### config.mk
export PLATFORM = sky130hd
export DESIGN_NAME = two_band_tone_generator
export DESIGN_NICKNAME = d
export VERILOG_FILES = /design/src/rtl/tbtg_pkg.sv /design/src/rtl/two_band_tone_generator.sv /design/src/rtl/tbtg_front.sv /design/src/rtl/tbtg_div.sv /design/src/rtl/tbtg_back.sv
export SDC_FILE = /design/constraint.sdc
export NUM_CORES = 1
export LEC_CHECK = 0
export ABC_AREA = 1
export BUFFER_PORTS_ARGS = -buffer_cell sky130_fd_sc_hd__buf_4
export CORE_UTILIZATION = 50
export DETAILED_ROUTE_END_ITERATION = 6
export PLACE_DENSITY = 0.68
export SYNTH_ARGS = -nofsm -noshare
export SYNTH_HDL_FRONTEND = slang
export SYNTH_SLANG_ARGS = --single-unit
### constraint.sdc
create_clock -name aclk -period 2.8 [get_ports aclk]
set_input_delay 0.28 -clock aclk [delete_from_list [all_inputs] [get_ports aclk]]
set_output_delay 0.28 -clock aclk [all_outputs]
set_load 0.05 [all_outputs]
### src/rtl/tbtg_pkg.sv
package tbtg_pkg;

    localparam int CLOCK_W    = 26;
    localparam int BAND_W     = 16;
    localparam int FREQ_W     = 16;
    localparam int PIN_W      = 5;
    localparam int VEC_W      = 16;
    localparam int PIN_IDX_W  = 4;
    localparam int PIN_COUNT  = 16;
    localparam int CFG_IDX_W  = 2;
    localparam int QUEUE_DEPTH = 4;

    localparam int WIDE_N   = 5;
    localparam int NARROW_N = 4;
    localparam logic [3:0] WIDE_SHIFT [WIDE_N]     = '{4'd0, 4'd3, 4'd6, 4'd8, 4'd10};
    localparam logic [3:0] NARROW_SHIFT [NARROW_N] = '{4'd0, 4'd3, 4'd5, 4'd6};
    // quotient must lie in 1 .. max compare + 1
    localparam logic [CLOCK_W-1:0] WIDE_Q_MAX   = 26'd65536;
    localparam logic [CLOCK_W-1:0] NARROW_Q_MAX = 26'd256;

    localparam logic [CLOCK_W-1:0] CLOCK_RESET = 26'd16000000;
    localparam logic [BAND_W-1:0]  BAND_RESET  = 16'd500;

    localparam logic [1:0] CMD_TICK = 2'd0;
    localparam logic [1:0] CMD_PLAY = 2'd1;
    localparam logic [1:0] CMD_STOP = 2'd2;

    localparam logic [1:0] STATUS_OK      = 2'd0;
    localparam logic [1:0] STATUS_BAD_PIN = 2'd1;
    localparam logic [1:0] STATUS_LOW     = 2'd2;
    localparam logic [1:0] STATUS_ZERO    = 2'd3;

    localparam logic [1:0] CH_NONE   = 2'd0;
    localparam logic [1:0] CH_WIDE   = 2'd1;
    localparam logic [1:0] CH_NARROW = 2'd2;

    localparam logic [CFG_IDX_W-1:0] CFG_CLOCK_HZ   = 2'd0;
    localparam logic [CFG_IDX_W-1:0] CFG_BAND_LIMIT = 2'd1;

    typedef enum logic [1:0] {
        OP_TICK,
        OP_PLAY,
        OP_STOP,
        OP_NOP
    } op_t;

    typedef struct packed {
        logic [1:0]        command;
        logic [PIN_W-1:0]  pin;
        logic [FREQ_W-1:0] frequency;
    } item_t;

    typedef struct packed {
        logic [VEC_W-1:0]  pin_levels;
        logic [VEC_W-1:0]  pin_outputs;
        logic [1:0]        status;
        logic [1:0]        channel_used;
        logic [10:0]       prescale_used;
        logic [15:0]       compare_used;
    } res_t;

    typedef struct packed {
        op_t                   op;
        logic [PIN_IDX_W-1:0]  pin;
        logic [FREQ_W-1:0]     freq;
        logic [1:0]            status;
    } entry_t;

endpackage

### src/rtl/two_band_tone_generator.sv
// Two-channel square-wave tone generator driven by a stream of tick, play and stop
// words, one result word per input word. A front stage classifies each word and
// checks the pin and zero frequency, then parks it in a four-entry queue; the back
// stage executes words in order. Tick, stop and rejected play words are finished in the
// back stage's run state, so ticks sustain one per cycle while the result side keeps
// up. A play word that passes the front checks waits in the divide state for the 26-step
// bit-serial divider that forms clock_hz / (2 * frequency); the prescaler and compare
// value then follow from shifts of that quotient. The queue keeps accepting words, as long
// as it has room, while a play is being divided.
module two_band_tone_generator (
    input  logic                             aclk,
    input  logic                             aresetn,
    input  logic                             s_valid,
    output logic                             s_ready,
    input  tbtg_pkg::item_t                  s_data,
    output logic                             m_valid,
    input  logic                             m_ready,
    output tbtg_pkg::res_t                   m_data,
    input  logic                             cfg_valid,
    output logic                             cfg_ready,
    input  logic [tbtg_pkg::CFG_IDX_W-1:0]   cfg_index,
    input  logic [tbtg_pkg::CLOCK_W-1:0]     cfg_data
);

    logic [tbtg_pkg::CLOCK_W-1:0] clock_hz_reg;
    logic [tbtg_pkg::BAND_W-1:0]  band_limit_reg;
    logic                         q_valid, q_pop;
    tbtg_pkg::entry_t             q_entry;

    assign cfg_ready = 1'b1;

    always_ff @(posedge aclk) begin
        if (!aresetn) begin
            clock_hz_reg   <= tbtg_pkg::CLOCK_RESET;
            band_limit_reg <= tbtg_pkg::BAND_RESET;
        end else if (cfg_valid) begin
            case (cfg_index)
                tbtg_pkg::CFG_CLOCK_HZ:   clock_hz_reg   <= cfg_data;
                tbtg_pkg::CFG_BAND_LIMIT: band_limit_reg <= cfg_data[tbtg_pkg::BAND_W-1:0];
                default: ;
            endcase
        end
    end

    tbtg_front u_front (
        .aclk    (aclk),
        .aresetn (aresetn),
        .s_valid (s_valid),
        .s_ready (s_ready),
        .s_data  (s_data),
        .q_valid (q_valid),
        .q_entry (q_entry),
        .q_pop   (q_pop)
    );

    tbtg_back u_back (
        .aclk          (aclk),
        .aresetn       (aresetn),
        .clock_hz      (clock_hz_reg),
        .band_limit_hz (band_limit_reg),
        .q_valid       (q_valid),
        .q_entry       (q_entry),
        .q_pop         (q_pop),
        .m_valid       (m_valid),
        .m_ready       (m_ready),
        .m_data        (m_data)
    );

endmodule

### src/rtl/tbtg_front.sv
module tbtg_front (
    input  logic              aclk,
    input  logic              aresetn,
    input  logic              s_valid,
    output logic              s_ready,
    input  tbtg_pkg::item_t   s_data,
    output logic              q_valid,
    output tbtg_pkg::entry_t  q_entry,
    input  logic              q_pop
);

    localparam int PTR_W = $clog2(tbtg_pkg::QUEUE_DEPTH);
    localparam int CNT_W = $clog2(tbtg_pkg::QUEUE_DEPTH + 1);

    tbtg_pkg::entry_t queue_reg [tbtg_pkg::QUEUE_DEPTH];
    logic [PTR_W-1:0] wr_ptr_reg, rd_ptr_reg;
    logic [CNT_W-1:0] count_reg;
    tbtg_pkg::entry_t entry_in;
    logic push, pop;

    // classify the word on the way in; pin and zero checks need no state
    always_comb begin
        entry_in.pin    = s_data.pin[tbtg_pkg::PIN_IDX_W-1:0];
        entry_in.freq   = s_data.frequency;
        entry_in.status = tbtg_pkg::STATUS_OK;
        case (s_data.command)
            tbtg_pkg::CMD_TICK: entry_in.op = tbtg_pkg::OP_TICK;
            tbtg_pkg::CMD_PLAY: entry_in.op = tbtg_pkg::OP_PLAY;
            tbtg_pkg::CMD_STOP: entry_in.op = tbtg_pkg::OP_STOP;
            default:            entry_in.op = tbtg_pkg::OP_NOP;
        endcase
        if (6'(s_data.pin) >= 6'(tbtg_pkg::PIN_COUNT) ||
            6'(s_data.pin) >= 6'(tbtg_pkg::VEC_W)) begin
            entry_in.status = tbtg_pkg::STATUS_BAD_PIN;
        end else if (s_data.frequency == '0) begin
            entry_in.status = tbtg_pkg::STATUS_ZERO;
        end
    end

    assign s_ready = (count_reg != CNT_W'(tbtg_pkg::QUEUE_DEPTH));
    assign push    = s_valid && s_ready;
    assign q_valid = (count_reg != '0);
    assign pop     = q_pop && q_valid;
    assign q_entry = queue_reg[rd_ptr_reg];

    always_ff @(posedge aclk) begin
        if (push) begin
            queue_reg[wr_ptr_reg] <= entry_in;
        end
    end

    always_ff @(posedge aclk) begin
        if (!aresetn) begin
            wr_ptr_reg <= '0;
            rd_ptr_reg <= '0;
            count_reg  <= '0;
        end else begin
            if (push) begin
                wr_ptr_reg <= wr_ptr_reg + PTR_W'(1);
            end
            if (pop) begin
                rd_ptr_reg <= rd_ptr_reg + PTR_W'(1);
            end
            case ({push, pop})
                2'b10:   count_reg <= count_reg + CNT_W'(1);
                2'b01:   count_reg <= count_reg - CNT_W'(1);
                default: count_reg <= count_reg;
            endcase
        end
    end

endmodule

### src/rtl/tbtg_div.sv
module tbtg_div (
    input  logic                          aclk,
    input  logic                          aresetn,
    input  logic                          start,
    input  logic [tbtg_pkg::CLOCK_W-1:0]  dividend,
    input  logic [tbtg_pkg::FREQ_W:0]     divisor,
    output logic                          done,
    output logic [tbtg_pkg::CLOCK_W-1:0]  quotient
);

    localparam int DW = tbtg_pkg::FREQ_W + 1;

    logic                          busy_reg, done_reg;
    logic [4:0]                    step_reg;
    logic [tbtg_pkg::CLOCK_W-1:0]  quo_reg;
    logic [DW-1:0]                 rem_reg, dvs_reg;
    logic [DW:0]                   rem_shift, diff;

    // restoring division, one quotient bit per cycle
    assign rem_shift = {rem_reg, quo_reg[tbtg_pkg::CLOCK_W-1]};
    assign diff      = rem_shift - {1'b0, dvs_reg};
    assign done      = done_reg;
    assign quotient  = quo_reg;

    always_ff @(posedge aclk) begin
        if (!aresetn) begin
            busy_reg <= 1'b0;
            done_reg <= 1'b0;
            step_reg <= '0;
        end else if (start) begin
            busy_reg <= 1'b1;
            done_reg <= 1'b0;
            step_reg <= '0;
        end else if (busy_reg) begin
            step_reg <= step_reg + 5'd1;
            if (step_reg == 5'(tbtg_pkg::CLOCK_W - 1)) begin
                busy_reg <= 1'b0;
                done_reg <= 1'b1;
            end
        end
    end

    always_ff @(posedge aclk) begin
        if (start) begin
            quo_reg <= dividend;
            rem_reg <= '0;
            dvs_reg <= divisor;
        end else if (busy_reg) begin
            if (!diff[DW]) begin
                rem_reg <= diff[DW-1:0];
                quo_reg <= {quo_reg[tbtg_pkg::CLOCK_W-2:0], 1'b1};
            end else begin
                rem_reg <= rem_shift[DW-1:0];
                quo_reg <= {quo_reg[tbtg_pkg::CLOCK_W-2:0], 1'b0};
            end
        end
    end

endmodule

### src/rtl/tbtg_back.sv
module tbtg_back (
    input  logic                          aclk,
    input  logic                          aresetn,
    input  logic [tbtg_pkg::CLOCK_W-1:0]  clock_hz,
    input  logic [tbtg_pkg::BAND_W-1:0]   band_limit_hz,
    input  logic                          q_valid,
    input  tbtg_pkg::entry_t              q_entry,
    output logic                          q_pop,
    output logic                          m_valid,
    input  logic                          m_ready,
    output tbtg_pkg::res_t                m_data
);

    typedef enum logic {
        ST_RUN,
        ST_DIV
    } state_t;

    state_t state_reg, state_next;

    logic        wide_active_reg, wide_active_next;
    logic [3:0]  wide_pin_reg, wide_pin_next;
    logic [10:0] wide_prescale_reg, wide_prescale_next;
    logic [15:0] wide_compare_reg, wide_compare_next;
    logic [9:0]  wide_pcount_reg, wide_pcount_next;
    logic [15:0] wide_count_reg, wide_count_next;
    logic        narrow_active_reg, narrow_active_next;
    logic [3:0]  narrow_pin_reg, narrow_pin_next;
    logic [6:0]  narrow_prescale_reg, narrow_prescale_next;
    logic [7:0]  narrow_compare_reg, narrow_compare_next;
    logic [5:0]  narrow_pcount_reg, narrow_pcount_next;
    logic [7:0]  narrow_count_reg, narrow_count_next;
    logic [15:0] level_reg, level_next;
    logic [15:0] dir_reg, dir_next;
    logic [3:0]  pin_reg, pin_next;
    logic [15:0] freq_reg, freq_next;
    logic        out_valid_reg, out_valid_next;
    tbtg_pkg::res_t out_data_reg, out_data_next;

    logic        div_start, div_done;
    logic [tbtg_pkg::CLOCK_W-1:0] div_q;

    tbtg_div u_div (
        .aclk     (aclk),
        .aresetn  (aresetn),
        .start    (div_start),
        .dividend (clock_hz),
        .divisor  ({q_entry.freq, 1'b0}),
        .done     (div_done),
        .quotient (div_q)
    );

    assign m_valid = out_valid_reg;
    assign m_data  = out_data_reg;

    always_comb begin
        logic        out_free, load;
        logic [10:0] w_pc_inc;
        logic [6:0]  n_pc_inc;
        logic        w_wrap, n_wrap, w_flip, n_flip;
        logic [15:0] flip;
        logic [tbtg_pkg::CLOCK_W-1:0] qs;
        logic        w_found, n_found;
        logic [10:0] w_ps;
        logic [6:0]  n_ps;
        logic [15:0] w_cmp;
        logic [7:0]  n_cmp;

        state_next           = state_reg;
        wide_active_next     = wide_active_reg;
        wide_pin_next        = wide_pin_reg;
        wide_prescale_next   = wide_prescale_reg;
        wide_compare_next    = wide_compare_reg;
        wide_pcount_next     = wide_pcount_reg;
        wide_count_next      = wide_count_reg;
        narrow_active_next   = narrow_active_reg;
        narrow_pin_next      = narrow_pin_reg;
        narrow_prescale_next = narrow_prescale_reg;
        narrow_compare_next  = narrow_compare_reg;
        narrow_pcount_next   = narrow_pcount_reg;
        narrow_count_next    = narrow_count_reg;
        level_next           = level_reg;
        dir_next             = dir_reg;
        pin_next             = pin_reg;
        freq_next            = freq_reg;
        out_data_next        = out_data_reg;
        q_pop                = 1'b0;
        div_start            = 1'b0;
        load                 = 1'b0;

        out_free       = !out_valid_reg || m_ready;
        out_valid_next = out_valid_reg && !m_ready;

        // one clock of both channels
        w_pc_inc = {1'b0, wide_pcount_reg} + 11'd1;
        n_pc_inc = {1'b0, narrow_pcount_reg} + 7'd1;
        w_wrap   = (w_pc_inc >= wide_prescale_reg);
        n_wrap   = (n_pc_inc >= narrow_prescale_reg);
        w_flip   = wide_active_reg && w_wrap && (wide_count_reg >= wide_compare_reg);
        n_flip   = narrow_active_reg && n_wrap && (narrow_count_reg >= narrow_compare_reg);
        flip     = (w_flip ? (16'd1 << wide_pin_reg) : 16'd0) ^
                   (n_flip ? (16'd1 << narrow_pin_reg) : 16'd0);

        // smallest prescaler whose quotient fits, lowest index wins
        w_found = 1'b0;
        w_ps    = '0;
        w_cmp   = '0;
        for (int i = tbtg_pkg::WIDE_N - 1; i >= 0; i--) begin
            qs = div_q >> tbtg_pkg::WIDE_SHIFT[i];
            if (qs != '0 && qs <= tbtg_pkg::WIDE_Q_MAX) begin
                w_found = 1'b1;
                w_ps    = 11'd1 << tbtg_pkg::WIDE_SHIFT[i];
                w_cmp   = 16'(qs - 26'd1);
            end
        end
        n_found = 1'b0;
        n_ps    = '0;
        n_cmp   = '0;
        for (int i = tbtg_pkg::NARROW_N - 1; i >= 0; i--) begin
            qs = div_q >> tbtg_pkg::NARROW_SHIFT[i];
            if (qs != '0 && qs <= tbtg_pkg::NARROW_Q_MAX) begin
                n_found = 1'b1;
                n_ps    = 7'd1 << tbtg_pkg::NARROW_SHIFT[i];
                n_cmp   = 8'(qs - 26'd1);
            end
        end

        case (state_reg)
            ST_RUN: begin
                if (q_valid && out_free) begin
                    q_pop                       = 1'b1;
                    out_data_next.status        = tbtg_pkg::STATUS_OK;
                    out_data_next.channel_used  = tbtg_pkg::CH_NONE;
                    out_data_next.prescale_used = '0;
                    out_data_next.compare_used  = '0;
                    case (q_entry.op)
                        tbtg_pkg::OP_TICK: begin
                            load = 1'b1;
                            if (wide_active_reg) begin
                                if (w_wrap) begin
                                    wide_pcount_next = '0;
                                    wide_count_next  = (wide_count_reg >= wide_compare_reg) ?
                                                       16'd0 : wide_count_reg + 16'd1;
                                end else begin
                                    wide_pcount_next = w_pc_inc[9:0];
                                end
                            end
                            if (narrow_active_reg) begin
                                if (n_wrap) begin
                                    narrow_pcount_next = '0;
                                    narrow_count_next  =
                                        (narrow_count_reg >= narrow_compare_reg) ?
                                        8'd0 : narrow_count_reg + 8'd1;
                                end else begin
                                    narrow_pcount_next = n_pc_inc[5:0];
                                end
                            end
                            level_next = level_reg ^ flip;
                        end
                        tbtg_pkg::OP_PLAY: begin
                            if (q_entry.status != tbtg_pkg::STATUS_OK) begin
                                load                 = 1'b1;
                                out_data_next.status = q_entry.status;
                            end else begin
                                div_start  = 1'b1;
                                pin_next   = q_entry.pin;
                                freq_next  = q_entry.freq;
                                state_next = ST_DIV;
                            end
                        end
                        tbtg_pkg::OP_STOP: begin
                            load = 1'b1;
                            level_next = level_reg &
                                ~(wide_active_reg ? (16'd1 << wide_pin_reg) : 16'd0) &
                                ~(narrow_active_reg ? (16'd1 << narrow_pin_reg) : 16'd0);
                            wide_active_next     = 1'b0;
                            wide_pin_next        = '0;
                            wide_prescale_next   = '0;
                            wide_compare_next    = '0;
                            wide_pcount_next     = '0;
                            wide_count_next      = '0;
                            narrow_active_next   = 1'b0;
                            narrow_pin_next      = '0;
                            narrow_prescale_next = '0;
                            narrow_compare_next  = '0;
                            narrow_pcount_next   = '0;
                            narrow_count_next    = '0;
                        end
                        default: begin
                            load = 1'b1;
                        end
                    endcase
                end
            end
            ST_DIV: begin
                if (div_done && out_free) begin
                    load                        = 1'b1;
                    state_next                  = ST_RUN;
                    out_data_next.status        = tbtg_pkg::STATUS_LOW;
                    out_data_next.channel_used  = tbtg_pkg::CH_NONE;
                    out_data_next.prescale_used = '0;
                    out_data_next.compare_used  = '0;
                    if (freq_reg < band_limit_hz) begin
                        if (w_found) begin
                            wide_active_next            = 1'b1;
                            wide_pin_next               = pin_reg;
                            wide_prescale_next          = w_ps;
                            wide_compare_next           = w_cmp;
                            wide_pcount_next            = '0;
                            wide_count_next             = '0;
                            dir_next                    = dir_reg | (16'd1 << pin_reg);
                            out_data_next.status        = tbtg_pkg::STATUS_OK;
                            out_data_next.channel_used  = tbtg_pkg::CH_WIDE;
                            out_data_next.prescale_used = w_ps;
                            out_data_next.compare_used  = w_cmp;
                        end
                    end else begin
                        if (n_found) begin
                            narrow_active_next          = 1'b1;
                            narrow_pin_next             = pin_reg;
                            narrow_prescale_next        = n_ps;
                            narrow_compare_next         = n_cmp;
                            narrow_pcount_next          = '0;
                            narrow_count_next           = '0;
                            dir_next                    = dir_reg | (16'd1 << pin_reg);
                            out_data_next.status        = tbtg_pkg::STATUS_OK;
                            out_data_next.channel_used  = tbtg_pkg::CH_NARROW;
                            out_data_next.prescale_used = 11'(n_ps);
                            out_data_next.compare_used  = 16'(n_cmp);
                        end
                    end
                end
            end
            default: begin
                state_next = ST_RUN;
            end
        endcase

        if (load) begin
            out_valid_next            = 1'b1;
            out_data_next.pin_levels  = level_next;
            out_data_next.pin_outputs = dir_next;
        end
    end

    always_ff @(posedge aclk) begin
        if (!aresetn) begin
            state_reg           <= ST_RUN;
            wide_active_reg     <= 1'b0;
            wide_pin_reg        <= '0;
            wide_prescale_reg   <= '0;
            wide_compare_reg    <= '0;
            wide_pcount_reg     <= '0;
            wide_count_reg      <= '0;
            narrow_active_reg   <= 1'b0;
            narrow_pin_reg      <= '0;
            narrow_prescale_reg <= '0;
            narrow_compare_reg  <= '0;
            narrow_pcount_reg   <= '0;
            narrow_count_reg    <= '0;
            level_reg           <= '0;
            dir_reg             <= '0;
            out_valid_reg       <= 1'b0;
        end else begin
            state_reg           <= state_next;
            wide_active_reg     <= wide_active_next;
            wide_pin_reg        <= wide_pin_next;
            wide_prescale_reg   <= wide_prescale_next;
            wide_compare_reg    <= wide_compare_next;
            wide_pcount_reg     <= wide_pcount_next;
            wide_count_reg      <= wide_count_next;
            narrow_active_reg   <= narrow_active_next;
            narrow_pin_reg      <= narrow_pin_next;
            narrow_prescale_reg <= narrow_prescale_next;
            narrow_compare_reg  <= narrow_compare_next;
            narrow_pcount_reg   <= narrow_pcount_next;
            narrow_count_reg    <= narrow_count_next;
            level_reg           <= level_next;
            dir_reg             <= dir_next;
            out_valid_reg       <= out_valid_next;
        end
        pin_reg      <= pin_next;
        freq_reg     <= freq_next;
        out_data_reg <= out_data_next;
    end

endmodule

### Yosys cells after proc, flatten, opt, wreduce, memory -nomap -nowiden

Memories as Yosys holds them, arrays and structs flattened. A register that Yosys moved wholly into a read port is not among the register bits.
Cells that the tools add are included.

| storage, ports and cells | value |
|---|---|
| bits in registers | 324 |
| RAM bits | 96 |
| input bits | 56 |
| output and inout port bits | 66 |
| memories kept | 1 |

| cells by class | value |
|---|---|
| add/subtract/negate cells | 16 |
| $lt $le $gt $ge | 15 |
| eq/ne operators | 21 |
| shifts and indexed selects | 3 |
| mux-type cells | 154 |
| bitwise logic cells | 10 |
| reductions and logical operators | 47 |

Memories:

| name | depth | width | read ports | clocked after memory_dff | wr ports | RTL line | RTL |
|---|---|---|---|---|---|---|---|
| u_front.queue_reg | 4 | 24 | 1 | 1 | 1 | tbtg_front.sv:15 | `tbtg_pkg::entry_t queue_reg [tbtg_pkg::QUEUE_DEPTH];` |

Operators with widths:

| cell | number |
|---|---|
| $mux 16 | 28 |
| $reduce_bool 26->1 | 6 |
| $mux 31 | 5 |
| $mux 8 | 16 |
| $pmux 16 s2 | 4 |
| $mux 11 | 10 |
| $sub 16x1->16 const B | 5 |
| $mux 7 | 9 |
| $pmux 31 s2 | 1 |
| $mux 10 | 6 |
| $mux 26 | 2 |
| $pmux 8 s2 | 3 |
| $shl 1x4->16 const A | 3 |
| $pmux 10 s2 | 2 |
| $mux 6 | 6 |
| $mux 1 | 35 |
| $and 16x16->16 | 2 |
| $mux 4 | 8 |
| $not 16->16 | 2 |
| $xor 16x16->16 | 2 |
| $le 26x17->1 const B | 1 |
| $le 26x9->1 const B | 1 |
| $pmux 6 s2 | 2 |
| $le 23x17->1 const B | 1 |
| 52 further kinds | 106 |

### Depth between registers and ports, before layout

Gate-level depths: netlist (run 1).

| logic depth | value |
|---|---|
| depth after elaboration | 11 |
| depth in mapped cells | 23 |
| depth with buffers taken out | 22 |

### Modules after synthesis

A second synthesis (run 1) with hierarchy kept.

| unflattened totals | value |
|---|---|
| cells, all modules | 2972 |
| area, all modules | 23453.7 um2 |

By module, submodules not included:

| module | instances | cells each | area an instance (um2) | sequential area each (um2) |
|---|---|---|---|---|
| tbtg_back | 1 | 1890 | 13459.2 | 4684.5 |
| tbtg_front | 1 | 320 | 4292.9 | 3062.9 |
| tbtg_div | 1 | 512 | 3887.5 | 1771.7 |
| two_band_tone_generator | 1 | 250 | 1814.2 | 840.8 |

### Worst setup path after synthesis (run 1)

No wires, ideal clock.

| path | value |
|---|---|
| path type | register to register |
| start | reg u_back.wide_pcount_reg[0] |
| end | reg u_back.out_data_reg, in the netlist u_back.m_data[61], data pin |
| library setup time | 251 ps |
| arrival time | 2852 ps |
| data required time | 2549 ps |
| slack | -303 ps |
| stages on the path, launching flop included | 22 |
| buffers on the path | 1 |
| period minus slack after synthesis | 3103 ps |
| path through | dfxtp_1 ha_1 nand2_1 nor3_1 nand2_1 nor2_1 xor2_1 inv_1 ha_1 nor3b_1 nand3_1 a21oi_1 nand3_1 nand3_2 nand3_4 inv_2 buf_6 nand3_1 nand3_1 nand2_1 nand2_1 inv_1 |

| on the way | value |
|---|---|
| longest elaborated chain between the ends | 10 |

Ends and longest elaborated chain:

| item | RTL line | RTL |
|---|---|---|
| from (decl) | tbtg_back.sv:25 | `logic [9:0] wide_pcount_reg, wide_pcount_next;` |
| from (signal assigned) | tbtg_back.sv:270 | `wide_pcount_reg <= wide_pcount_next;` |
| $add 10x1->11 | tbtg_back.sv:95 | `w_pc_inc = {1'b0, wide_pcount_reg} + 11'd1;` |
| $ge 11x11->1 | tbtg_back.sv:97 | `w_wrap = (w_pc_inc >= wide_prescale_reg);` |
| $logic_and 1x1->1 (2 in series) | tbtg_back.sv:99 | `w_flip = wide_active_reg && w_wrap && (wide_count_reg >= wide_compare_reg);` |
| $mux 16 | tbtg_back.sv:101 | `flip = (w_flip ? (16'd1 << wide_pin_reg) : 16'd0) ^` |
| $xor 16x16->16 | tbtg_back.sv:101 |  |
| $xor 16x16->16 | tbtg_back.sv:158 | `level_next = level_reg ^ flip;` |
| $pmux 16 s2 | tbtg_back.sv:136 | `case (q_entry.op)` |
| $mux 16 | tbtg_back.sv:130 | `if (q_valid && out_free) begin` |
| $mux 16 | tbtg_back.sv:128 | `case (state_reg)` |
| net u_back.level_next[14] | tbtg_back.sv:33 | `logic [15:0] level_reg, level_next;` |
| to (signal assigned) | tbtg_back.sv:284 | `out_data_reg <= out_data_next;` |
| to (decl) | tbtg_back.sv:38 | `tbtg_pkg::res_t out_data_reg, out_data_next;` |

The timed path passes the listed nets, and every way through them passes these cells.
A chain may end at the register's enable or synchronous reset.

### Worst setup path in the final report (run 1)

| path | value |
|---|---|
| start | reg u_back.wide_pcount_reg[1] |
| end | reg u_back.out_data_reg, in the netlist u_back.m_data[61], data pin |

Same word-level chain as after synthesis.

==> reports/qor.csv, run 1 <==
stage;metric;value;unit
route;routed wl met2;30.8;mm
worst_hold_path;Hold WC Path Type;input port to flop;
clock_tree;Num Clock Sinks;408;
cells_and_area;Layout area overhead;24.8;%
synthesis;Post-synth ARST share;0;%
route;routed length per instance;17.3;µm
floorplan;# rows;76;
timing;clock skew;0.0328;ns
synthesis;sequential area share after synthesis;47.0;%
clock_tree;CTS H-tree lvls;2;
setup_path;Crit path required time;3.15;ns
route;DR vias/cell;5.38;
cells_and_area;most common cell after layout, fill and taps aside;nand2_1;
synthesis;Adder-Cell Fraction of Synth Area;4.85;%
route;WL met3;3.06;mm
synthesis;Synth Instances;2688;
global_routing;GR Overflow Total;0;
flow_run;Max-Cap Viols;0;
timing;final setup fails;48;
cells_and_area;Largest register FFs;96;
synthesis;Mapped Area;22000;µm²
synthesis;Primary FF master, synth;edfxtp_1;
global_routing;antenna violations before repair;0;
setup_path;Worst Reg-to-Reg Cells;20;
cells_and_area;layout cells sized above 1;19.5;%
timing;final hold slack;0.0167;ns
synthesis;syn_area_per_cell;8.18;µm²
synthesis;Seq cells post-synth;408;
global_routing;pin count of the biggest net entering global routing;56;
clock_tree;clk_lat worst skew;0.60;ns
clock_tree;total CTS buffers;45;
pwr;Leakage;11.4;nW
cells_and_area;fillers;3705;
status;failing checks;negative setup slack;
route;First DRT Iteration DRCs;1655;
route;M1 wire length;27.4;mm
route;Post-route DRC;0;
floorplan;Ports;122;
setup_path;max incr delay on CP;0.36;ns
floorplan;die height;212;µm
global_routing;vias in the first global route;18600;
route;Final ANT Viol Nets;0;
cells_and_area;area of the multi-input gates;10500;µm²
floorplan;Initial Util;50.9;%
setup_path;crit start category;flop;
clock_tree;clk buf depth;3;
timing;RSZ-0062 raised after global routing;true;
pwr;PwrDens;908;nW/µm²
clock_tree;clock root buffer master;clkbuf_16;
cells_and_area;register area;10300;µm²
timing;Pins Over Slew Limit;0;
pwr;Worst VDD drop;0.711;mV
route;DR vias;19500;
synthesis;number of synthesized flops with an enable pin;216;
synthesis;simple-gate area share of the yosys netlist;23.4;%
setup_path;crit path capture type;flop;
worst_hold_path;Hold Path Cell Cnt;3;
placed_design;HPWL Detailed;45.9;mm
timing;worst setup margin;-0.221;ns
placed_design;placer congestion estimate;0.993;
setup_path;Worst EP arrival;3.38;ns
status;status;finished, violations left;
route;drt total wl;62.8;mm
clock_tree;TritonCTS clock tree;built;
floorplan;core area;43200;µm²
setup_path;CP max FO;7;
clock_tree;Worst-path clk slew;0.06;ns
floorplan;chip width;212;µm
setup_path;Worst path slowest cell;dfxtp_2;
timing;slew margin rel.;50.2;%
timing;fin crit share;108;%
route;first drt pass iteration count;6;
setup_path;kind of critical path;flop to flop;
synthesis;Synth Area in Compound Gates;12.0;%
synthesis;Synth Area in XOR/XNOR;4.98;%
timing;Fin. Hold Viols;0;
synthesis;mux contribution to synthesized area;0;%
global_routing;total global-route track usage;27.9;%
route;DR top layer;met4;
global_routing;global-route wire length before repair;98.2;mm
timing;Max Freq;331;MHz
synthesis;warnings from Yosys;0;
synthesis;Unique masters post-synth;56;
cells_and_area;# nets final;3153;
timing;min Tclk post-route;3.02;ns
floorplan;total die area;44800;µm²
placed_design;I/O Buffers;115;
synthesis;main combinational cell family by area after synthesis;simple AND/OR/NAND/NOR gates;
setup_path;worst-path cell chain;ha_4 > nand2_4 > nor3_4 > nand2_2 > nor2_2 > xor2_1 > inv_2 > ha_4 > nor3b_2 > nand3_1 > a21oi_2 > nand3_2 > nand3_4 > nand3_4 > inv_8 > nand3_2 > nand3_1 > nand2_1 > nand2_2 > inv_1;
cells_and_area;Antenna diodes;0;
cells_and_area;commonest non-fill, non-tap cells in the layout;521 x nand2_1, 306 x buf_4, 288 x nor2_1;
pwr;Tot Pwr;0.0249;W
timing;Tightest Pin Transition;0.743;ns
-- synthesized netlist by cell type (3+ instances only) --
cell type / instances / area, µm²
buf_2: 16 / 80.1
o22ai_1: 28 / 175
a21oi_1: 184 / 921
nand4_1: 49 / 307
nor2_1: 305 / 1140
o2111ai_1: 12 / 105
nor3b_1: 3 / 22.5
nor3_2: 3 / 30.0
clkinv_1: 5 / 18.8
o221ai_1: 9 / 78.8
inv_1: 288 / 1080
o31ai_1: 5 / 37.5
nor2_2: 18 / 113
o21ai_0: 169 / 846
ha_1: 82 / 1030
nand2_4: 4 / 45.0
buf_4: 11 / 82.6
dfxtp_1: 192 / 3840
inv_2: 26 / 97.6
nand3_1: 148 / 741
nand2_1: 553 / 2080
a31oi_1: 7 / 43.8
clkbuf_1: 68 / 255
buf_1: 3 / 11.3
nand2_2: 14 / 87.6
o211ai_1: 22 / 165
buf_6: 6 / 67.6
nand3b_1: 5 / 37.5
edfxtp_1: 216 / 6490
nor2_4: 9 / 101
nor4_1: 13 / 81.3
a22o_1: 3 / 26.3
a211oi_1: 9 / 67.6
xnor2_1: 19 / 166
o21ai_1: 10 / 50.1
or2_2: 4 / 25.0
xor2_1: 106 / 928
nor3_1: 37 / 185
-- through the flow --
step | instance area, µm² | setup TNS (ns) | instances | util (%) | setup slack [ns]
2_1_floorplan | 22000 | -0.318 | 2692 | - | -0.0451
3_3_place_gp | 24700 | -1.50 | 3478 | 57.2 | -0.132
3_5_place_dp | 24700 | -5.30 | 3478 | 57.2 | -0.237
4_1_cts | 26900 | -4.66 | 3621 | 62.3 | -0.169
5_1_grt | 27400 | -15.64 | 3635 | 63.5 | -0.394
6_report | 27400 | -6.60 | 3635 | 63.5 | -0.221
-- repair_timing --
item / CTS / global route
endpoints found under the setup margin: 50 / 172
cloned: 5 / 1
resized for setup: 28 / 109
pin swaps: 9 / 28
hold endpoints to repair: 122 / 0
hold buffers: 47 / 0
setup buffers: 7 / 15
-- report_power, final --
group	leakage, nW	total (W)	switching, W	internal [W]
clock network	0.720	0.00588	0.00246	0.00342
logic	7.12	0.0106	0.00711	0.00350
registers	3.59	0.00840	0.000650	0.00775
total	11.4	0.0249	0.0102	0.0147
-- critical path: cells and delay by family (launching register included) --
family,cells,cell delay (ns)
xor gates and xnor gates,1,0.16
buffers and inverters,3,0.25
DFF,1,0.36
and+or+nand+nor,13,1.43
AOI/OAI and AO/OA,1,0.13
adders and majority gates,2,0.42
-- cells by family (layout without fill, tap and decap cells) --
logic type,Yosys count,after routing
adders and majority gates,84,84
AOI/OAI and AO/OA,472,472
buffers and inverters,423,780
DFF,408,408
xor gates and xnor gates,125,125
other,2,6
and+or+nand+nor,1174,1175
-- worst paths after layout --
check | end | slack (ns) | startpoint
worst max register to register | u_back.m_data[61] | -0.22 | u_back.wide_pcount_reg[1]
worst max-delay path | u_back.m_data[61] | -0.22 | u_back.wide_pcount_reg[1]
worst min-delay path | clock_hz_reg[3] | 0.02 | cfg_data[3]
worst min register to register | u_back.dir_reg[5] | 0.45 | u_back.dir_reg[5]
-- layout make-up --
cell class	count	area share, %
Sequential cell	408	37.7
Timing Repair inverter	2	0.0548
Timing Repair Buffer	375	11.5
Clock buffer	57	4.49
Tap cell	585	2.67
Inverter	319	4.45
Multi-Input combinational cell	1862	38.2
Clock inverter	27	0.949
-- per-layer routing --
layer | vias up | global-route usage (%)
li1 | 9635 | -
met1 | 9217 | 36.9
met2 | 585 | 48.2
met3 | 106 | 2.79
met4 | 0 | 8.47
met5 | - | 0
Note: power is estimated with default switching activity, not from simulation.
==> run 2: changes to the inputs <==
Settings changed: REMOVE_ABC_BUFFERS from default to 1.
==> run 2 against run 1 <==
The flow still finishes with violations (negative setup slack). Final cell count about the same. Clock power increased by 4.8%. Wire length increased by 1.5%. Register-to-register slack improved by 0.04 ns. Highest routed layer unchanged. Sequential cell count unchanged. Combinational power about the same.
==> reports/qor.csv, run 2 (synthesis gave the netlist of run 1 again) <==
stage;metric;value;unit;change
status;status;finished, violations left;;
status;failing checks;negative setup slack;;
timing;RSZ-0062 raised after global routing;true;;
pwr;P_int;0.0148;W;+0.79%
flow_run;Max-Cap Viols;0;;unchanged
setup_path;max incr delay on CP;0.35;ns;about the same
floorplan;die height;212;µm;unchanged
route;routed length per instance;17.5;µm;+1.6%
timing;Pins Over Slew Limit;0;;unchanged
setup_path;reg2reg end;u_back.m_data[53];;
clock_tree;CTS H-tree lvls;2;;unchanged
clock_tree;clk buf depth;3;;unchanged
cells_and_area;Largest register FFs;96;;unchanged
timing;Tightest Pin Transition;0.814;ns;+0.0715 ns
placed_design;placer congestion estimate;0.965;;-2.8%
cells_and_area;layout cells sized above 1;19.5;%;about the same
cells_and_area;commonest non-fill, non-tap cells in the layout;532 x nand2_1, 306 x buf_4, 283 x nor2_1;;
setup_path;Worst path slowest cell;dfxtp_2;;
timing;clock skew;0.0292;ns;-0.00363 ns
floorplan;core area;43200;µm²;unchanged
global_routing;total global-route track usage;28.5;%;+0.60 points
pwr;Tot Pwr;0.0250;W;+0.35%
pwr;Leakage;11.4;nW;-0.15%
pwr;sw frac;40.8;%;-0.26 points
clock_tree;clock root buffer master;clkbuf_16;;
placed_design;HPWL Detailed;46.2;mm;+0.71%
cells_and_area;fillers;3708;;+0.081%
global_routing;global-route wire length before repair;100;mm;+2.1%
clock_tree;clk_lat worst skew;0.60;ns;about the same
clock_tree;Num Clock Sinks;408;;unchanged
timing;slew margin rel.;45.4;%;-4.8 points
floorplan;total die area;44800;µm²;unchanged
setup_path;Worst R2R Start;u_back.wide_pcount_reg[0];;
pwr;Seq pwr share;33.7;%;about the same
setup_path;Worst R2R Setup Slack;-0.18;ns;+0.04 ns
setup_path;cell family with most CP delay;simple AND/OR/NAND/NOR gates;;
floorplan;chip width;212;µm;unchanged
timing;worst setup margin;-0.184;ns;+0.0365 ns
route;Final ANT Viol Nets;0;;unchanged
worst_hold_path;Hold Path Cell Cnt;3;;unchanged
setup_path;worst-path cell chain;ha_4 > nand2_4 > nor3_4 > nand2_2 > nor2_2 > xor2_1 > inv_1 > ha_4 > nor3b_4 > nand3_1 > a21oi_1 > nand3_1 > nand3_4 > nand3_4 > buf_8 > inv_8 > nand3_2 > nand3_2 > nand2_1 > nand2_1 > inv_1;;
route;DR vias/cell;5.42;;+0.82%
cells_and_area;# nets final;3152;;-0.032%
global_routing;GR Overflow Total;0;;unchanged
setup_path;Crit path required time;3.15;ns;about the same
clock_tree;total CTS buffers;44;;-2.2%
floorplan;Initial Util;50.9;%;unchanged
floorplan;Ports;122;;unchanged
pwr;Clock power frac;24.7;%;+1.1 points
route;drt total wl;63.7;mm;+1.5%
clock_tree;TritonCTS clock tree;built;;
pwr;PwrDens;910;nW/µm²;+0.24%
pwr;NetSw;0.0102;W;-0.29%
worst_hold_path;HP Start;cfg_data[14];;
setup_path;Buf/Inv on CP;4;;+1
route;DR vias;19700;;+0.76%
timing;fin crit share;107;%;-1.3 points
setup_path;crit start category;flop;;
setup_path;CP max FO;4;;-3
cells_and_area;most common cell after layout, fill and taps aside;nand2_1;;
clock_tree;Worst-path clk slew;0.06;ns;about the same
setup_path;kind of critical path;flop to flop;;
pwr;Worst VDD drop;0.750;mV;+5.5%
route;first drt pass iteration count;7;;+1
global_routing;antenna violations before repair;0;;unchanged
route;Post-route DRC;0;;unchanged
setup_path;crit path capture type;flop;;
global_routing;pin count of the biggest net entering global routing;51;;-8.9%
timing;min Tclk post-route;2.98;ns;-0.0365 ns
global_routing;vias in the first global route;18900;;+1.8%
cells_and_area;Antenna diodes;0;;unchanged
placed_design;I/O Buffers;115;;unchanged
setup_path;Worst Reg-to-Reg Cells;21;;+5.0%
floorplan;# rows;76;;unchanged
worst_hold_path;WHS Endpoint;clock_hz_reg[14];;
setup_path;Worst EP arrival;3.34;ns;-0.04 ns
pwr;combinational power share;41.7;%;-0.9 points
route;First DRT Iteration DRCs;1643;;-0.73%
timing;final hold slack;0.0244;ns;+0.00772 ns
cells_and_area;Layout area overhead;24.9;%;
timing;final setup fails;49;;+2.1%
timing;Fin. Hold Viols;0;;unchanged
timing;Max Freq;335;MHz;+1.2%
worst_hold_path;Hold WC Path Type;input port to flop;;
[run 2: changes by cell type in the layout (fill, tap and decap cells not counted), moves of 4 or more]
cell	before	now
clkinv_1	12	8
nor2_4	13	17
nand2_2	37	31
o21ai_1	12	17
nand2_1	521	532
nor2_1	288	283
[run 2: worst min-delay path, delay by kind of cell]
kind	cells	cell delay (ns)
compound gates	1	0.08
buf+inv	1	0.08
simple gates	1	0.12
[run 2: power groups by stage]
stage	registers (W)	clock network, W	logic, W
6_report	0.00841	0.00616	0.0104
4_1_cts	0.00839	0.00624	0.0100
5_1_grt	0.00851	0.00648	0.0113
2_1_floorplan	0.0100	0	0.00444
3_5_place_dp	0.00850	0	0.00974
3_3_place_gp	0.00848	0	0.00959
[run 2: layout make-up]
class / count / area, µm² / share of cell area [%]
clock buffer: 57 / 1220 / 4.45
clock inverter: 25 / 323 / 1.18
inverter: 319 / 1230 / 4.47
multi-input combinational: 1861 / 10400 / 38.1
sequential: 408 / 10300 / 37.7
tap: 585 / 732 / 2.67
timing repair buffer: 375 / 3140 / 11.4
timing repair inverter: 3 / 28.8 / 0.105
[run 2: routing by layer]
layer | vias to the layer above | share of wire [%] | global-route usage (%)
met1 | 9359 | 45 | 38.4
met5 | - | 0 | 0
met3 | 123 | 4.9 | 3.49
li1 | 9629 | - | -
met2 | 581 | 48 | 47.7
met4 | 0 | 2.8 | 9.35
[run 2: per-stage QoR]
stage | setup slack, ns | setup TNS [ns] | instance area [µm²] | utilization, % | std cells
finish | -0.184 | -5.66 | 27400 | 63.6 | 3633
global route | -0.506 | -22.06 | 27400 | 63.6 | 3633
CTS | -0.0768 | -1.50 | 26900 | 62.4 | 3623
detailed placement | -0.351 | -13.73 | 24700 | 57.2 | 3483
global placement | -0.248 | -8.56 | 24700 | 57.2 | 3483
floorplan | -3.06 | -268.17 | 21500 | - | 2588
[run 2: what timing repair did]
action,CTS,global route
setup buffers,7,10
endpoints found under the setup margin,58,196
gates cloned,4,0
hold buffers,47,0
gates resized for setup,35,113
pin swaps,19,41
endpoints found under the hold margin,120,0
[run 2: how the worst max path moves through the flow]
stage	start	cells past startpoint	end	slack, ns
3_5_place_dp	u_back.wide_pcount_reg[0]	20	u_back.m_data[54]	-0.35
5_1_grt	u_back.wide_pcount_reg[0]	21	u_back.m_data[53]	-0.51
2_1_floorplan	flop	8	u_back.u_div.quotient[0]	-3.06
3_3_place_gp	u_back.wide_pcount_reg[0]	20	u_back.m_data[62]	-0.25
6_report	u_back.wide_pcount_reg[0]	21	u_back.m_data[53]	-0.18
4_1_cts	u_back.wide_pcount_reg[1]	21	u_back.m_data[58]	-0.08
==> run 3: changes to the inputs <==
Settings changed: ABC_AREA 1 to default.
==> run 3 against run 2 <==
The run still ends with negative setup slack left. Highest routed layer unchanged. Critical path type unchanged. Worst hold slack better by 0.13 ns. Power down 9.7%. Critical endpoint is now u_back.level_reg[2]. Via count shrank 7.1%. Register-to-register slack got worse by 0.11 ns. Global-route usage decreased by 0.89 points. First-iteration DRC count fell by 15%.
==> reports/qor.csv, run 3 <==
stage;metric;value;unit;change
synthesis;sequential area share after synthesis;48.5;%;+1.5 points
clock_tree;CTS H-tree lvls;2;;unchanged
cells_and_area;layout cells sized above 1;29.1;%;+9.6 points
route;routed length per instance;19.9;µm;+13%
placed_design;HPWL Detailed;43.0;mm;-6.9%
cells_and_area;most common cell after layout, fill and taps aside;buf_4;;
synthesis;Seq cells post-synth;408;;unchanged
synthesis;Yosys top cell area share;30.5;%;+0.96 points
placed_design;placer congestion estimate;1.03;;+6.5%
setup_path;Worst EP arrival;3.58;ns;+0.24 ns
timing;RSZ-0062 raised after global routing;true;;
timing;Max Freq;323;MHz;-3.5%
clock_tree;Worst-path clk slew;0.06;ns;about the same
timing;min Tclk post-route;3.09;ns;+0.109 ns
synthesis;Mapped Area;21300;µm²;-3.1%
timing;clock skew;0.0283;ns;-0.000822 ns
pwr;Tot Pwr;0.0226;W;-9.7%
cells_and_area;Layout area overhead;31.3;%;
floorplan;core area;41900;µm²;-2.8%
route;First DRT Iteration DRCs;1396;;-15%
setup_path;worst-path cell chain;nand3_4 > xnor2_2 > ha_1 > inv_2 > a31oi_1 > o31a_1 > o31a_1 > o2111ai_4 > buf_6 > or3_4 > a211o_1 > a32o_2 > and2_1;;
setup_path;Crit path top cell by count;o31a_1;;
status;failing checks;negative setup slack;;
pwr;PwrDens;807;nW/µm²;-11%
route;first drt pass iteration count;5;;-2
pwr;Leakage;10.8;nW;-5.0%
synthesis;Post-synth ARST share;0;%;unchanged
clock_tree;TritonCTS clock tree;built;;
status;status;finished, violations left;;
synthesis;warnings from Yosys;0;;unchanged
worst_hold_path;HP Start;s_valid;;
cells_and_area;commonest non-fill, non-tap cells in the layout;390 x buf_4, 262 x nand2_1, 216 x edfxtp_1;;
global_routing;total global-route track usage;27.7;%;-0.89 points
setup_path;crit start category;flop;;
global_routing;pin count of the biggest net entering global routing;55;;+7.8%
clock_tree;clk_lat worst skew;0.60;ns;about the same
synthesis;Synth area leader;edfxtp_1;;
worst_hold_path;WHS Endpoint;u_front.wr_ptr_reg[1];;
pwr;Worst VDD drop;0.657;mV;-12%
worst_hold_path;Hold Path Cell Cnt;4;;+1
route;Final ANT Viol Nets;0;;unchanged
synthesis;Commonest cells post-synth;267 x nand2_1, 216 x edfxtp_1, 192 x dfxtp_1, 139 x o21ai_0, 103 x clkbuf_1;;
cells_and_area;final instance area;27900;µm²;+1.8%
setup_path;reg2reg end;u_back.level_reg[2];;
flow_run;Max-Cap Viols;0;;unchanged
route;DR vias/cell;5.89;;+8.7%
global_routing;GR Overflow Total;0;;unchanged
synthesis;syn_area_per_cell;10.0;µm²;+23%
setup_path;Worst R2R Setup Slack;-0.29;ns;-0.11 ns
setup_path;Crit path required time;3.28;ns;+0.13 ns
timing;Pins Over Slew Limit;0;;unchanged
floorplan;Initial Util;50.7;%;-0.16 points
floorplan;Ports;122;;unchanged
route;Post-route DRC;0;;unchanged
timing;final hold slack;0.155;ns;+0.131 ns
floorplan;# rows;75;;-1.3%
timing;slew margin rel.;46.5;%;+1.1 points
timing;Tightest Pin Transition;0.803;ns;-0.0114 ns
worst_hold_path;Hold WC Path Type;input port to flop;;
placed_design;placed cell area;24400;µm²;-1.2%
setup_path;max incr delay on CP;0.37;ns;+0.02 ns
timing;final setup fails;172;;+250%
setup_path;Worst Reg-to-Reg Cells;13;;-38%
clock_tree;Num Clock Sinks;408;;unchanged
global_routing;antenna violations before repair;2;;+2
global_routing;global-route wire length before repair;96.0;mm;-4.2%
timing;final setup TNS;-31.49;ns;-25.83 ns
setup_path;crit path capture type;flop;;
timing;Fin. Hold Viols;0;;unchanged
setup_path;kind of critical path;flop to flop;;
placed_design;I/O Buffers;115;;unchanged
timing;fin crit share;110;%;+3.9 points
clock_tree;clock root buffer master;clkbuf_16;;
floorplan;die height;208;µm;-1.6%
setup_path;Worst path slowest cell;or3_4;;
synthesis;top cells by area, synth;edfxtp_1 30%, dfxtp_1 18%, ha_1 4.8%;;
floorplan;total die area;43400;µm²;-3.1%
route;DR vias;18300;;-7.1%
synthesis;Synth Instances;2120;;-21%
floorplan;chip width;208;µm;-1.6%
setup_path;CP max FO;8;;+4
clock_tree;clk buf depth;3;;unchanged
clock_tree;total CTS buffers;46;;+4.5%
timing;worst setup margin;-0.293;ns;-0.109 ns
cells_and_area;# nets final;2668;;-15%
synthesis;count leader, synth;nand2_1;;
synthesis;Primary FF master, synth;edfxtp_1;;
synthesis;Unique masters post-synth;90;;+61%
cells_and_area;Largest register FFs;96;;unchanged
setup_path;Worst R2R Start;u_back.narrow_pcount_reg[0];;
route;drt total wl;61.7;mm;-3.2%
global_routing;vias in the first global route;18100;;-4.5%
synthesis;number of synthesized flops with an enable pin;216;;unchanged
## run 3: kinds of logic (layout without fill, tap and decap cells)
group	count (synthesis)	after routing	synth area share (%)
simple gates	712	713	16.9
compound gates	531	531	17.4
flops	408	408	48.5
buf+inv	239	679	4.59
xor+xnor	102	102	4.20
fa+ha+maj	84	84	5.01
mux	42	42	3.39
other cells	2	7	0.0353
## run 3: area by class of cell
| type | count | area, µm² |
|---|---|---|
| fillers | 3151 | 14000 |
| multi-input cells | 1478 | 10800 |
| flip-flops and latches | 408 | 10300 |
| repair buffers | 492 | 4170 |
| clock buffers | 57 | 1210 |
| well taps | 539 | 674 |
| inverters | 102 | 399 |
| clock inverters | 28 | 312 |
| diodes | 1 | 2.50 |
## run 3: timing repair
item	4_1_cts	5_1_grt
setup endpoints to repair	197	201
pin swaps	47	83
endpoints found under the hold margin	133	0
hold buffers	49	0
cloned	6	6
gates resized for setup	176	134
setup buffers	26	32
## run 3: per-layer routing
layer / vias to the layer above / global-route usage, % / part of all wire, %
li1: 8597 / - / -
met1: 8954 / 35.0 / 42
met2: 592 / 48.0 / 49
met3: 153 / 4.06 / 5.4
met4: 0 / 9.89 / 3.6
met5: - / 0 / 0
## run 3: critical path: cells and delay by family, from the launching register on
kind / cells / cell delay [ns]
adders and majority gates: 1 / 0.29
AOI/OAI and AO/OA: 6 / 1.32
and+or+nand+nor: 3 / 0.62
buffers and inverters: 2 / 0.23
xor gates and xnor gates: 1 / 0.15
DFF: 1 / 0.35
## run 3: stage by stage
step / util (%) / std cells / setup WS (ns)
detailed placement: 58.1 / 2911 / -0.653
global placement: 58.1 / 2911 / -0.531
floorplan: - / 1987 / -2.01
finish: 66.6 / 3105 / -0.293
CTS: 65.0 / 3074 / -0.274
global route: 66.6 / 3105 / -0.415
## run 3: worst max path at each step
stage / slack, ns / from / depth (start not counted) / endpoint
2_1_floorplan: -2.01 / flop / 4 / u_back.m_data[31]
3_3_place_gp: -0.53 / u_back.u_div.quotient[11] / 11 / u_back.m_data[41]
3_5_place_dp: -0.65 / u_back.u_div.quotient[11] / 11 / u_back.m_data[42]
4_1_cts: -0.27 / u_back.u_div.quotient[0] / 13 / u_back.m_data[45]
5_1_grt: -0.42 / u_back.wide_pcount_reg[2] / 14 / u_back.level_reg[0]
6_report: -0.29 / u_back.narrow_pcount_reg[0] / 13 / u_back.level_reg[2]
## run 3: where the power goes
group	internal (W)	switching, W
Clock	0.00349	0.00253
Sequential	0.00753	0.000441
Combinational	0.00326	0.00531
Total	0.0143	0.00828
